--- config.mk ---
export PLATFORM = sky130hd
export DESIGN_NAME = disciplined_timeline_clock_flat
export DESIGN_NICKNAME = d
export VERILOG_FILES = /design/src/hw/rtl/dtc_pkg.sv /design/src/hw/rtl/dtc_if.sv /design/src/hw/rtl/dtc_serial_mul.sv /design/src/hw/rtl/dtc_serial_div.sv /design/src/hw/rtl/disciplined_timeline_clock.sv /design/src/flat_wrapper.sv
export SDC_FILE = /design/constraint.sdc
export NUM_CORES = 2
export LEC_CHECK = 0
export BUFFER_PORTS_ARGS = -buffer_cell sky130_fd_sc_hd__buf_2
export CAP_MARGIN = 20
export CORE_ASPECT_RATIO = 0.7
export CORE_MARGIN = 3
export CORE_UTILIZATION = 55
export DETAILED_ROUTE_END_ITERATION = 16
export PLACE_DENSITY_LB_ADDON = 0.12
export RECOVER_POWER = 50
export SYNTH_ARGS = -nofsm -noshare
export SYNTH_HDL_FRONTEND = slang
export SYNTH_HIERARCHICAL = 1
export SYNTH_SLANG_ARGS = --single-unit
--- constraint.sdc ---
create_clock -name clk -period 6.5 [get_ports clk]
set_input_delay 0.65 -clock clk [delete_from_list [all_inputs] [get_ports clk]]
set_output_delay 0.65 -clock clk [all_outputs]
set_load 0.005 [all_outputs]
--- src/hw/rtl/dtc_pkg.sv ---
// Package for the disciplined timeline clock: opcodes, sequencer states,
// arithmetic constants and the status struct of the serial units.
// No dependencies.
`timescale 1ns / 1ps
`default_nettype none

package dtc_pkg;

  // Field widths
  localparam int unsigned TIME_W  = 64;
  localparam int unsigned PPB_W   = 31;
  localparam int unsigned FSTEP_W = 21;
  localparam int unsigned OP_W    = 3;

  // Serial product: magnitude times a factor below 2^31
  localparam int unsigned PROD_W    = TIME_W + PPB_W;
  localparam int unsigned MUL_STEPS = TIME_W;
  localparam int unsigned DIV_STEPS = PROD_W;
  localparam int unsigned MUL_CNT_W = $clog2(MUL_STEPS);
  localparam int unsigned DIV_CNT_W = $clog2(DIV_STEPS);

  // One billion, and the clamp on the accumulated frequency error
  localparam logic [PPB_W-1:0]        BILLION   = 31'd1_000_000_000;
  localparam logic signed [PPB_W:0]   PPB_LIMIT = 32'sd999_999_999;

  // Opcodes
  typedef logic [OP_W-1:0] opcode_t;
  localparam opcode_t OP_LOC_POINT = 3'd0;
  localparam opcode_t OP_LOC_IVAL  = 3'd1;
  localparam opcode_t OP_REM_POINT = 3'd2;
  localparam opcode_t OP_REM_IVAL  = 3'd3;
  localparam opcode_t OP_ADJ_FREQ  = 3'd4;
  localparam opcode_t OP_ADJ_OFFS  = 3'd5;
  localparam opcode_t OP_SET_TIME  = 3'd6;

  // Sequencer states
  typedef enum logic [2:0] {
    S_IDLE,
    S_PREP,
    S_LOAD,
    S_MUL,
    S_DIV,
    S_FIX,
    S_FINAL,
    S_OUT
  } state_t;

  // Status of a serial unit
  typedef struct packed {
    logic busy;
    logic done;
  } unit_stat_t;

endpackage

`default_nettype wire

--- src/hw/rtl/dtc_if.sv ---
// Request and result channel interfaces of the disciplined timeline clock.
// Depends on dtc_pkg for field widths.
`timescale 1ns / 1ps
`default_nettype none

interface dtc_req_if;
  logic                               valid;
  logic                               ready;
  logic [dtc_pkg::OP_W-1:0]           opcode;
  logic [dtc_pkg::TIME_W-1:0]         core_time;
  logic signed [dtc_pkg::TIME_W-1:0]  operand_time;
  logic signed [dtc_pkg::FSTEP_W-1:0] freq_adjust_ppb;

  modport source (
    output valid, opcode, core_time, operand_time, freq_adjust_ppb,
    input  ready
  );
  modport sink (
    input  valid, opcode, core_time, operand_time, freq_adjust_ppb,
    output ready
  );
endinterface

interface dtc_rsp_if;
  logic                              valid;
  logic                              ready;
  logic signed [dtc_pkg::TIME_W-1:0] result_time;

  modport source (output valid, result_time, input ready);
  modport sink (input valid, result_time, output ready);
endinterface

`default_nettype wire

--- src/hw/rtl/dtc_serial_mul.sv ---
// Bit-serial multiplier: 64-bit magnitude times a 31-bit factor, one
// multiplicand bit per cycle with a 32-bit adder. Depends on dtc_pkg.
`timescale 1ns / 1ps
`default_nettype none

module dtc_serial_mul (
  input  wire logic                         clk,
  input  wire logic                         rst,
  input  wire logic                         start,
  input  wire logic [dtc_pkg::TIME_W-1:0]   multiplicand,
  input  wire logic [dtc_pkg::PPB_W-1:0]    multiplier,
  output dtc_pkg::unit_stat_t               stat,
  output logic [dtc_pkg::PROD_W-1:0]        product
);

  logic                           busy;
  logic                           done;
  logic [dtc_pkg::MUL_CNT_W-1:0]  cnt;
  logic [dtc_pkg::PPB_W-1:0]      factor;
  logic [dtc_pkg::PPB_W-1:0]      hi;
  logic [dtc_pkg::TIME_W-1:0]     lo;
  logic [dtc_pkg::PPB_W:0]        sum;
  logic                           last_step;

  // Add the factor into the upper half when the low bit is set
  assign sum = {1'b0, hi} + (lo[0] ? {1'b0, factor} : '0);
  assign last_step = (cnt == dtc_pkg::MUL_CNT_W'(dtc_pkg::MUL_STEPS - 1));

  // Sequence the steps
  always_ff @(posedge clk) begin
    if (rst) begin
      busy <= 1'b0;
      done <= 1'b0;
      cnt  <= '0;
    end else begin
      done <= 1'b0;
      if (start) begin
        busy <= 1'b1;
        cnt  <= '0;
      end else if (busy) begin
        cnt <= cnt + 1'b1;
        if (last_step) begin
          busy <= 1'b0;
          done <= 1'b1;
        end
      end
    end
  end

  // Shift the partial product right by one bit per step
  always_ff @(posedge clk) begin
    if (start) begin
      factor <= multiplier;
      hi     <= '0;
      lo     <= multiplicand;
    end else if (busy) begin
      hi <= sum[dtc_pkg::PPB_W:1];
      lo <= {sum[0], lo[dtc_pkg::TIME_W-1:1]};
    end
  end

  assign product   = {hi, lo};
  assign stat.busy = busy;
  assign stat.done = done;

endmodule

`default_nettype wire

--- src/hw/rtl/dtc_serial_div.sv ---
// Restoring bit-serial divider: 95-bit dividend by a 31-bit divisor, one
// quotient bit per cycle, low 64 quotient bits kept. Depends on dtc_pkg.
`timescale 1ns / 1ps
`default_nettype none

module dtc_serial_div (
  input  wire logic                         clk,
  input  wire logic                         rst,
  input  wire logic                         start,
  input  wire logic [dtc_pkg::PROD_W-1:0]   dividend,
  input  wire logic [dtc_pkg::PPB_W-1:0]    divisor,
  output dtc_pkg::unit_stat_t               stat,
  output logic [dtc_pkg::TIME_W-1:0]        quotient
);

  logic                           busy;
  logic                           done;
  logic [dtc_pkg::DIV_CNT_W-1:0]  cnt;
  logic [dtc_pkg::PPB_W-1:0]      dvs;
  logic [dtc_pkg::PROD_W-1:0]     num;
  logic [dtc_pkg::PPB_W-1:0]      rem;
  logic [dtc_pkg::TIME_W-1:0]     quo;
  logic [dtc_pkg::PPB_W:0]        trial;
  logic [dtc_pkg::PPB_W:0]        diff;
  logic                           fits;
  logic                           last_step;

  // Bring down the next dividend bit and try the subtraction
  assign trial = {rem, num[dtc_pkg::PROD_W-1]};
  assign diff  = trial - {1'b0, dvs};
  assign fits  = (trial >= {1'b0, dvs});
  assign last_step = (cnt == dtc_pkg::DIV_CNT_W'(dtc_pkg::DIV_STEPS - 1));

  // Sequence the steps
  always_ff @(posedge clk) begin
    if (rst) begin
      busy <= 1'b0;
      done <= 1'b0;
      cnt  <= '0;
    end else begin
      done <= 1'b0;
      if (start) begin
        busy <= 1'b1;
        cnt  <= '0;
      end else if (busy) begin
        cnt <= cnt + 1'b1;
        if (last_step) begin
          busy <= 1'b0;
          done <= 1'b1;
        end
      end
    end
  end

  // Shift the dividend out and the quotient in
  always_ff @(posedge clk) begin
    if (start) begin
      dvs <= divisor;
      num <= dividend;
      rem <= '0;
      quo <= '0;
    end else if (busy) begin
      num <= {num[dtc_pkg::PROD_W-2:0], 1'b0};
      rem <= fits ? diff[dtc_pkg::PPB_W-1:0] : trial[dtc_pkg::PPB_W-1:0];
      quo <= {quo[dtc_pkg::TIME_W-2:0], fits};
    end
  end

  assign quotient  = quo;
  assign stat.busy = busy;
  assign stat.done = done;

endmodule

`default_nettype wire

--- src/hw/rtl/disciplined_timeline_clock.sv ---
// Disciplined timeline clock: projects times between local core time and a
// ppb-corrected timeline, and applies frequency, offset and time steps.
// Depends on dtc_pkg, dtc_if, dtc_serial_mul and dtc_serial_div.
//
// Usage:
//   req carries one request (opcode, core_time, operand_time,
//   freq_adjust_ppb); rsp returns one result_time for every request.
//   Both channels move a request when valid and ready are high together.
//   One request is worked on at a time; req.ready is high only while the
//   sequencer is idle.
//   Projections and frequency/offset adjustments run a 64-step serial
//   multiply and a 95-step serial divide, then pass S_FIX and S_FINAL;
//   S_OUT loads the result into the output register, and the next request
//   is taken after that. Set time and the unused opcode skip both units.
//   The result sits in an output register, so the last result may wait on
//   rsp while the next request is already being worked on; a finished
//   result waits in the sequencer until the output register frees up.
//   Reset clears the timeline offset, the discipline time and the
//   frequency error to zero and drops any pending result.
`timescale 1ns / 1ps
`default_nettype none

module disciplined_timeline_clock (
  input wire logic  clk,
  input wire logic  rst,
  dtc_req_if.sink   req,
  dtc_rsp_if.source rsp
);

  localparam int unsigned TW = dtc_pkg::TIME_W;
  localparam int unsigned PW = dtc_pkg::PPB_W;

  dtc_pkg::state_t  state;
  dtc_pkg::state_t  state_next;

  // Request fields
  dtc_pkg::opcode_t            op;
  logic [TW-1:0]               now;
  logic [TW-1:0]               t;
  logic [dtc_pkg::FSTEP_W-1:0] fstep;

  // Timeline state
  logic [TW-1:0]  offset;
  logic [TW-1:0]  last;
  logic [PW-1:0]  ppb;

  // Work registers
  logic [TW-1:0]  x;
  logic [TW-1:0]  x_next;
  logic [TW-1:0]  acc;
  logic [TW-1:0]  base;
  logic [TW-1:0]  addend;
  logic [TW-1:0]  mval;
  logic [TW-1:0]  res;
  logic [TW-1:0]  res_next;
  logic           neg;
  logic           unscale;
  logic           uses_unit;

  // Output register
  logic           out_valid;
  logic [TW-1:0]  out_time;

  // Serial units
  logic                       mul_start;
  logic                       div_start;
  dtc_pkg::unit_stat_t        mul_stat;
  dtc_pkg::unit_stat_t        div_stat;
  logic [TW-1:0]              mag;
  logic [PW-1:0]              ppb_mag;
  logic [PW-1:0]              factor;
  logic [PW-1:0]              divisor;
  logic [dtc_pkg::PROD_W-1:0] product;
  logic [TW-1:0]              quotient;

  // Frequency update
  logic signed [PW:0]  ppb_sum;
  logic signed [PW:0]  ppb_sat;

  logic accept;
  logic out_free;

  assign accept   = req.valid && req.ready;
  assign out_free = !out_valid || rsp.ready;

  // Decode the operation class
  always_comb begin
    unscale   = 1'b0;
    uses_unit = 1'b1;
    case (op) inside
      dtc_pkg::OP_REM_POINT, dtc_pkg::OP_REM_IVAL: unscale = 1'b1;
      dtc_pkg::OP_LOC_POINT, dtc_pkg::OP_LOC_IVAL,
      dtc_pkg::OP_ADJ_FREQ, dtc_pkg::OP_ADJ_OFFS: unscale = 1'b0;
      default: uses_unit = 1'b0;
    endcase
  end

  // Pick the value to scale
  always_comb begin
    case (op) inside
      dtc_pkg::OP_LOC_POINT:                       x_next = t - last;
      dtc_pkg::OP_REM_POINT:                       x_next = t - offset;
      dtc_pkg::OP_ADJ_FREQ, dtc_pkg::OP_ADJ_OFFS:  x_next = now - last;
      default:                                     x_next = t;
    endcase
  end

  // Pick what the scaled term is added to
  always_comb begin
    case (op) inside
      dtc_pkg::OP_LOC_POINT, dtc_pkg::OP_ADJ_FREQ, dtc_pkg::OP_ADJ_OFFS: begin
        base   = offset;
        addend = x;
      end
      dtc_pkg::OP_LOC_IVAL: begin
        base   = '0;
        addend = x;
      end
      dtc_pkg::OP_REM_POINT: begin
        base   = last;
        addend = '0;
      end
      default: begin
        base   = '0;
        addend = '0;
      end
    endcase
  end

  // Set up the scaling: x*ppb/1e9 or x*1e9/(1e9+ppb), on magnitudes
  assign mag     = x[TW-1] ? (TW'(0) - x) : x;
  assign ppb_mag = ppb[PW-1] ? (PW'(0) - ppb) : ppb;
  assign factor  = unscale ? dtc_pkg::BILLION : ppb_mag;
  assign divisor = unscale ? (dtc_pkg::BILLION + ppb) : dtc_pkg::BILLION;

  // Accumulate and clamp the frequency error
  always_comb begin
    ppb_sum = $signed({ppb[PW-1], ppb})
            + $signed({{(PW + 1 - dtc_pkg::FSTEP_W){fstep[dtc_pkg::FSTEP_W-1]}}, fstep});
    if (ppb_sum > dtc_pkg::PPB_LIMIT) begin
      ppb_sat = dtc_pkg::PPB_LIMIT;
    end else if (ppb_sum < -dtc_pkg::PPB_LIMIT) begin
      ppb_sat = -dtc_pkg::PPB_LIMIT;
    end else begin
      ppb_sat = ppb_sum;
    end
  end

  // Form the result
  always_comb begin
    case (op) inside
      dtc_pkg::OP_SET_TIME: res_next = t;
      dtc_pkg::OP_LOC_POINT, dtc_pkg::OP_LOC_IVAL, dtc_pkg::OP_REM_POINT,
      dtc_pkg::OP_REM_IVAL, dtc_pkg::OP_ADJ_FREQ, dtc_pkg::OP_ADJ_OFFS:
        res_next = acc + mval;
      default: res_next = '0;
    endcase
  end

  dtc_serial_mul u_mul (
    .clk          (clk),
    .rst          (rst),
    .start        (mul_start),
    .multiplicand (mag),
    .multiplier   (factor),
    .stat         (mul_stat),
    .product      (product)
  );

  dtc_serial_div u_div (
    .clk      (clk),
    .rst      (rst),
    .start    (div_start),
    .dividend (product),
    .divisor  (divisor),
    .stat     (div_stat),
    .quotient (quotient)
  );

  // Hold the sequencer state
  always_ff @(posedge clk) begin
    if (rst) begin
      state <= dtc_pkg::S_IDLE;
    end else begin
      state <= state_next;
    end
  end

  // Advance the sequencer
  always_comb begin
    state_next = state;
    mul_start  = 1'b0;
    div_start  = 1'b0;
    req.ready  = 1'b0;
    unique case (state)
      dtc_pkg::S_IDLE: begin
        req.ready = 1'b1;
        if (req.valid) begin
          state_next = dtc_pkg::S_PREP;
        end
      end
      dtc_pkg::S_PREP: begin
        state_next = uses_unit ? dtc_pkg::S_LOAD : dtc_pkg::S_FINAL;
      end
      dtc_pkg::S_LOAD: begin
        mul_start  = 1'b1;
        state_next = dtc_pkg::S_MUL;
      end
      dtc_pkg::S_MUL: begin
        if (mul_stat.done) begin
          div_start  = 1'b1;
          state_next = dtc_pkg::S_DIV;
        end
      end
      dtc_pkg::S_DIV: begin
        if (div_stat.done) begin
          state_next = dtc_pkg::S_FIX;
        end
      end
      dtc_pkg::S_FIX: begin
        state_next = dtc_pkg::S_FINAL;
      end
      dtc_pkg::S_FINAL: begin
        state_next = dtc_pkg::S_OUT;
      end
      dtc_pkg::S_OUT: begin
        if (out_free) begin
          state_next = dtc_pkg::S_IDLE;
        end
      end
      default: begin
        state_next = dtc_pkg::S_IDLE;
      end
    endcase
  end

  // Capture the request and run the datapath steps
  always_ff @(posedge clk) begin
    if (accept) begin
      op    <= req.opcode;
      now   <= req.core_time;
      t     <= req.operand_time;
      fstep <= req.freq_adjust_ppb;
    end
    case (state)
      dtc_pkg::S_PREP: begin
        x <= x_next;
      end
      dtc_pkg::S_LOAD: begin
        acc <= base + addend;
        neg <= unscale ? x[TW-1] : (x[TW-1] ^ ppb[PW-1]);
      end
      dtc_pkg::S_FIX: begin
        mval <= neg ? (TW'(0) - quotient) : quotient;
        acc  <= acc + ((op == dtc_pkg::OP_ADJ_OFFS) ? t : TW'(0));
      end
      dtc_pkg::S_FINAL: begin
        res <= res_next;
      end
      default: begin
      end
    endcase
  end

  // Update the timeline on adjust and set operations
  always_ff @(posedge clk) begin
    if (rst) begin
      offset <= '0;
      last   <= '0;
      ppb    <= '0;
    end else if (state == dtc_pkg::S_FINAL) begin
      case (op) inside
        dtc_pkg::OP_ADJ_FREQ: begin
          offset <= res_next;
          last   <= now;
          ppb    <= ppb_sat[PW-1:0];
        end
        dtc_pkg::OP_ADJ_OFFS, dtc_pkg::OP_SET_TIME: begin
          offset <= res_next;
          last   <= now;
        end
        default: begin
        end
      endcase
    end
  end

  // Hold the result until the receiver takes it
  always_ff @(posedge clk) begin
    if (rst) begin
      out_valid <= 1'b0;
    end else if (state == dtc_pkg::S_OUT && out_free) begin
      out_valid <= 1'b1;
    end else if (rsp.ready) begin
      out_valid <= 1'b0;
    end
  end

  always_ff @(posedge clk) begin
    if (state == dtc_pkg::S_OUT && out_free) begin
      out_time <= res;
    end
  end

  assign rsp.valid       = out_valid;
  assign rsp.result_time = out_time;

  // No request is taken while a serial unit is working
  a_busy_no_accept: assert property (@(posedge clk) disable iff (rst)
    (mul_stat.busy || div_stat.busy) |-> !req.ready)
    else $error("request taken while serial unit busy");

  // The two serial units never run together
  a_units_exclusive: assert property (@(posedge clk) disable iff (rst)
    !(mul_stat.busy && div_stat.busy))
    else $error("multiplier and divider busy together");

  // The frequency error stays inside its clamp
  a_ppb_clamped: assert property (@(posedge clk) disable iff (rst)
    ($signed(ppb) <= $signed(dtc_pkg::PPB_LIMIT[PW-1:0]))
    && ($signed(ppb) >= -$signed(dtc_pkg::PPB_LIMIT[PW-1:0])))
    else $error("frequency error out of range");

  // A taken request starts the sequence
  a_accept_starts: assert property (@(posedge clk) disable iff (rst)
    accept |=> (state == dtc_pkg::S_PREP))
    else $error("sequencer did not start after request");

  // The divider starts right after the multiplier finishes
  a_div_follows_mul: assert property (@(posedge clk) disable iff (rst)
    mul_stat.done |=> div_stat.busy)
    else $error("divider did not start after multiplier");

endmodule

`default_nettype wire

--- src/flat_wrapper.sv ---
// flat-port wrapper written by rule: the top's interface ports become plain ports
module disciplined_timeline_clock_flat 
  (clk, rst, req_valid, req_opcode, req_core_time, req_operand_time, req_freq_adjust_ppb, req_ready, rsp_valid, rsp_result_time, rsp_ready);
  dtc_req_if req_i ();
  dtc_rsp_if rsp_i ();
  input wire logic clk;
  input wire logic rst;
  input wire logic [$bits(req_i.valid)-1:0] req_valid;
  input wire logic [$bits(req_i.opcode)-1:0] req_opcode;
  input wire logic [$bits(req_i.core_time)-1:0] req_core_time;
  input wire logic [$bits(req_i.operand_time)-1:0] req_operand_time;
  input wire logic [$bits(req_i.freq_adjust_ppb)-1:0] req_freq_adjust_ppb;
  output wire logic [$bits(req_i.ready)-1:0] req_ready;
  output wire logic [$bits(rsp_i.valid)-1:0] rsp_valid;
  output wire logic [$bits(rsp_i.result_time)-1:0] rsp_result_time;
  input wire logic [$bits(rsp_i.ready)-1:0] rsp_ready;
  assign req_i.valid = req_valid;
  assign req_i.opcode = req_opcode;
  assign req_i.core_time = req_core_time;
  assign req_i.operand_time = req_operand_time;
  assign req_i.freq_adjust_ppb = req_freq_adjust_ppb;
  assign req_ready = req_i.ready;
  assign rsp_valid = rsp_i.valid;
  assign rsp_result_time = rsp_i.result_time;
  assign rsp_i.ready = rsp_ready;
  disciplined_timeline_clock u_core (.clk(clk), .rst(rst), .req(req_i), .rsp(rsp_i));
endmodule
==> results.cfg <==
[die]
die-area_um2 = 132000
dieWidth_um = 433
core_area_um2 = 127000
die_y_um = 305
initial_utilization = 0.555
ios = 222
rows = 109

[routing]
viasPerCell = 6.42
wl_met1_um = 107000
ant_nets = 0
dr.max_layer_used = met5
wl_per_cell_um = 24.6
drc = 0
drt_pass1_iterations = 6
vias = 61300
drt_iter0_markers = 7330
met2_length_um = 96800
routed-wl-met3_um = 22100
routed_wl_um = 235000

[timing]
rsz0062_at_grt = false
setup_tns_ns = 0
hold_viol_final = 0
skew_ns = 0.0354
fin_crit_ns = 6.19
relSlewSlack = -2.22
worstMarginPinSlew_ns = 4.83
min_period_over_period = 0.953
slew_violations = 808
fmax_ghz = 0.161
whs_ns = 0.0616
setup_violations = 0

[critical_path]
crit_arrival_ns = 6.67
startpoint_type = flop
critical_path_class = reg2reg
path_delay_family = compound AO/OA/AOI/OAI gates
end_kind = flop
slowest_stage = o41ai_1
critPathMaxStageDelay_ns = 0.91
critPathRequiredTime_ns = 6.98
cp.buffers_inverters = 1
crit_chain = nor2_1 > nor2_4 > nand2_1 > o21ai_0 > ha_1 > o21ai_0 > o21bai_1 > o211ai_1 > o211ai_1 > a211oi_1 > buf_4 > o41ai_1 > a21oi_1 > o31ai_1 > a311oi_1 > xnor2_1 > a21oi_1
critPathMaxFanout = 22

[power_and_ir_drop]
leakage_nw = 29.3
p_per_area_nw_per_um2 = 244
ir_drop_v = 0.000232

[synth]
syn_area_per_cell_um2 = 9.03
synth_area_um2 = 70200
synthCells = 7781
synthesis.nets = 8425
yosys_warnings = 6

[placed_design]
place_hpwl_um = 180000
port_buffers = 221
place.gp.congestion = 0.962

[global_routing]
grt_pass1_wl_um = 350000
grt_max_degree = 153
grt_usage = 0.344
antenna_found_initial = 8
grt_pass1_vias = 56500
grt_overflow = 0

[layout]
drive_gt1_frac = 0.0854
largest_register_ffs = 95
seq_area_um2 = 27000
syn_to_final_growth_pct = 8.20
fill_cells = 11200
multi_input_area_um2 = 40500
fin_nets = 8433
top_register = u_core/u_div/num
layout_common_cells = 849 x nand2_1, 707 x a21oi_1, 694 x edfxtp_1
layout_commonest_cell = nand2_1

[clocking]
cts_root_buf = clkbuf_16
path_clk_slew_ns = 0.07
post_cts_resized = 0
postCtsSetupBuffers = 0
insertion_delay_ns = 0.76
clockBufferDepth = 3
clock-sinks = 1000
cts_buffers = 104
hold_buffers = 0
cts-htree-levels = 3
tritoncts = done

[status]
violations = capacitance limit, slew limit
status = finished, violations left

[hold_path]
hp-class = in2reg

[job]
drv_cap = 14
==> area by class of cell <==
type / instances / share of cell area
Tap cell: 1665 / 0.0274
Clock inverter: 64 / 0.00924
Timing Repair Buffer: 302 / 0.0211
Clock buffer: 134 / 0.0383
Antenna cell: 4 / 0.000132
Sequential cell: 1000 / 0.355
Multi-Input combinational cell: 6048 / 0.533
Inverter: 333 / 0.0165
==> power breakdown <==
part | switching [mW] | total [mW] | internal (mW)
Clock | 2.78 | 6.42 | 3.64
Sequential | 0.417 | 7.75 | 7.33
Combinational | 2.71 | 4.35 | 1.64
Total | 5.90 | 18.5 | 12.6
==> layer usage <==
layer  vias up  global-route usage
met1     29400               0.512
li1      28600                   -
met3       440              0.0719
met4         2               0.114
met5         -                   0
met2      2875               0.494
==> metrics by stage <==
stage | std cells | setup slack, ns | instance area, um^2 | util | total power [mW]
5_1_grt | 9549 | 0.130 | 76000 | 0.601 | 19.3
2_1_floorplan | 7781 | 0.325 | 70200 | - | 10.8
3_3_place_gp | 9346 | 0.840 | 72500 | 0.573 | 12.0
6_report | 9550 | 0.306 | 76000 | 0.601 | 18.5
3_5_place_dp | 9347 | 0.657 | 72600 | 0.573 | 12.1
4_1_cts | 9545 | 0.614 | 76200 | 0.602 | 18.5
==> worst paths after layout <==
path | from | endpoint | slack [ns] | cells past startpoint
max | u_core/op[2]$_DFFE_PP_ | u_core/acc[63]$_DFFE_PP_ | 0.31 | 17
min | req_operand_time[35] | u_core/t[35]$_DFFE_PP_ | 0.06 | 1
max reg2reg | u_core/op[2]$_DFFE_PP_ | u_core/acc[63]$_DFFE_PP_ | 0.31 | 17
min reg2reg | u_core/res[56]$_DFFE_PP_ | u_core/rsp.result_time[56]$_DFFE_PP_ | 0.42 | 0
No activity file was read; power rests on OpenSTA's default activity.
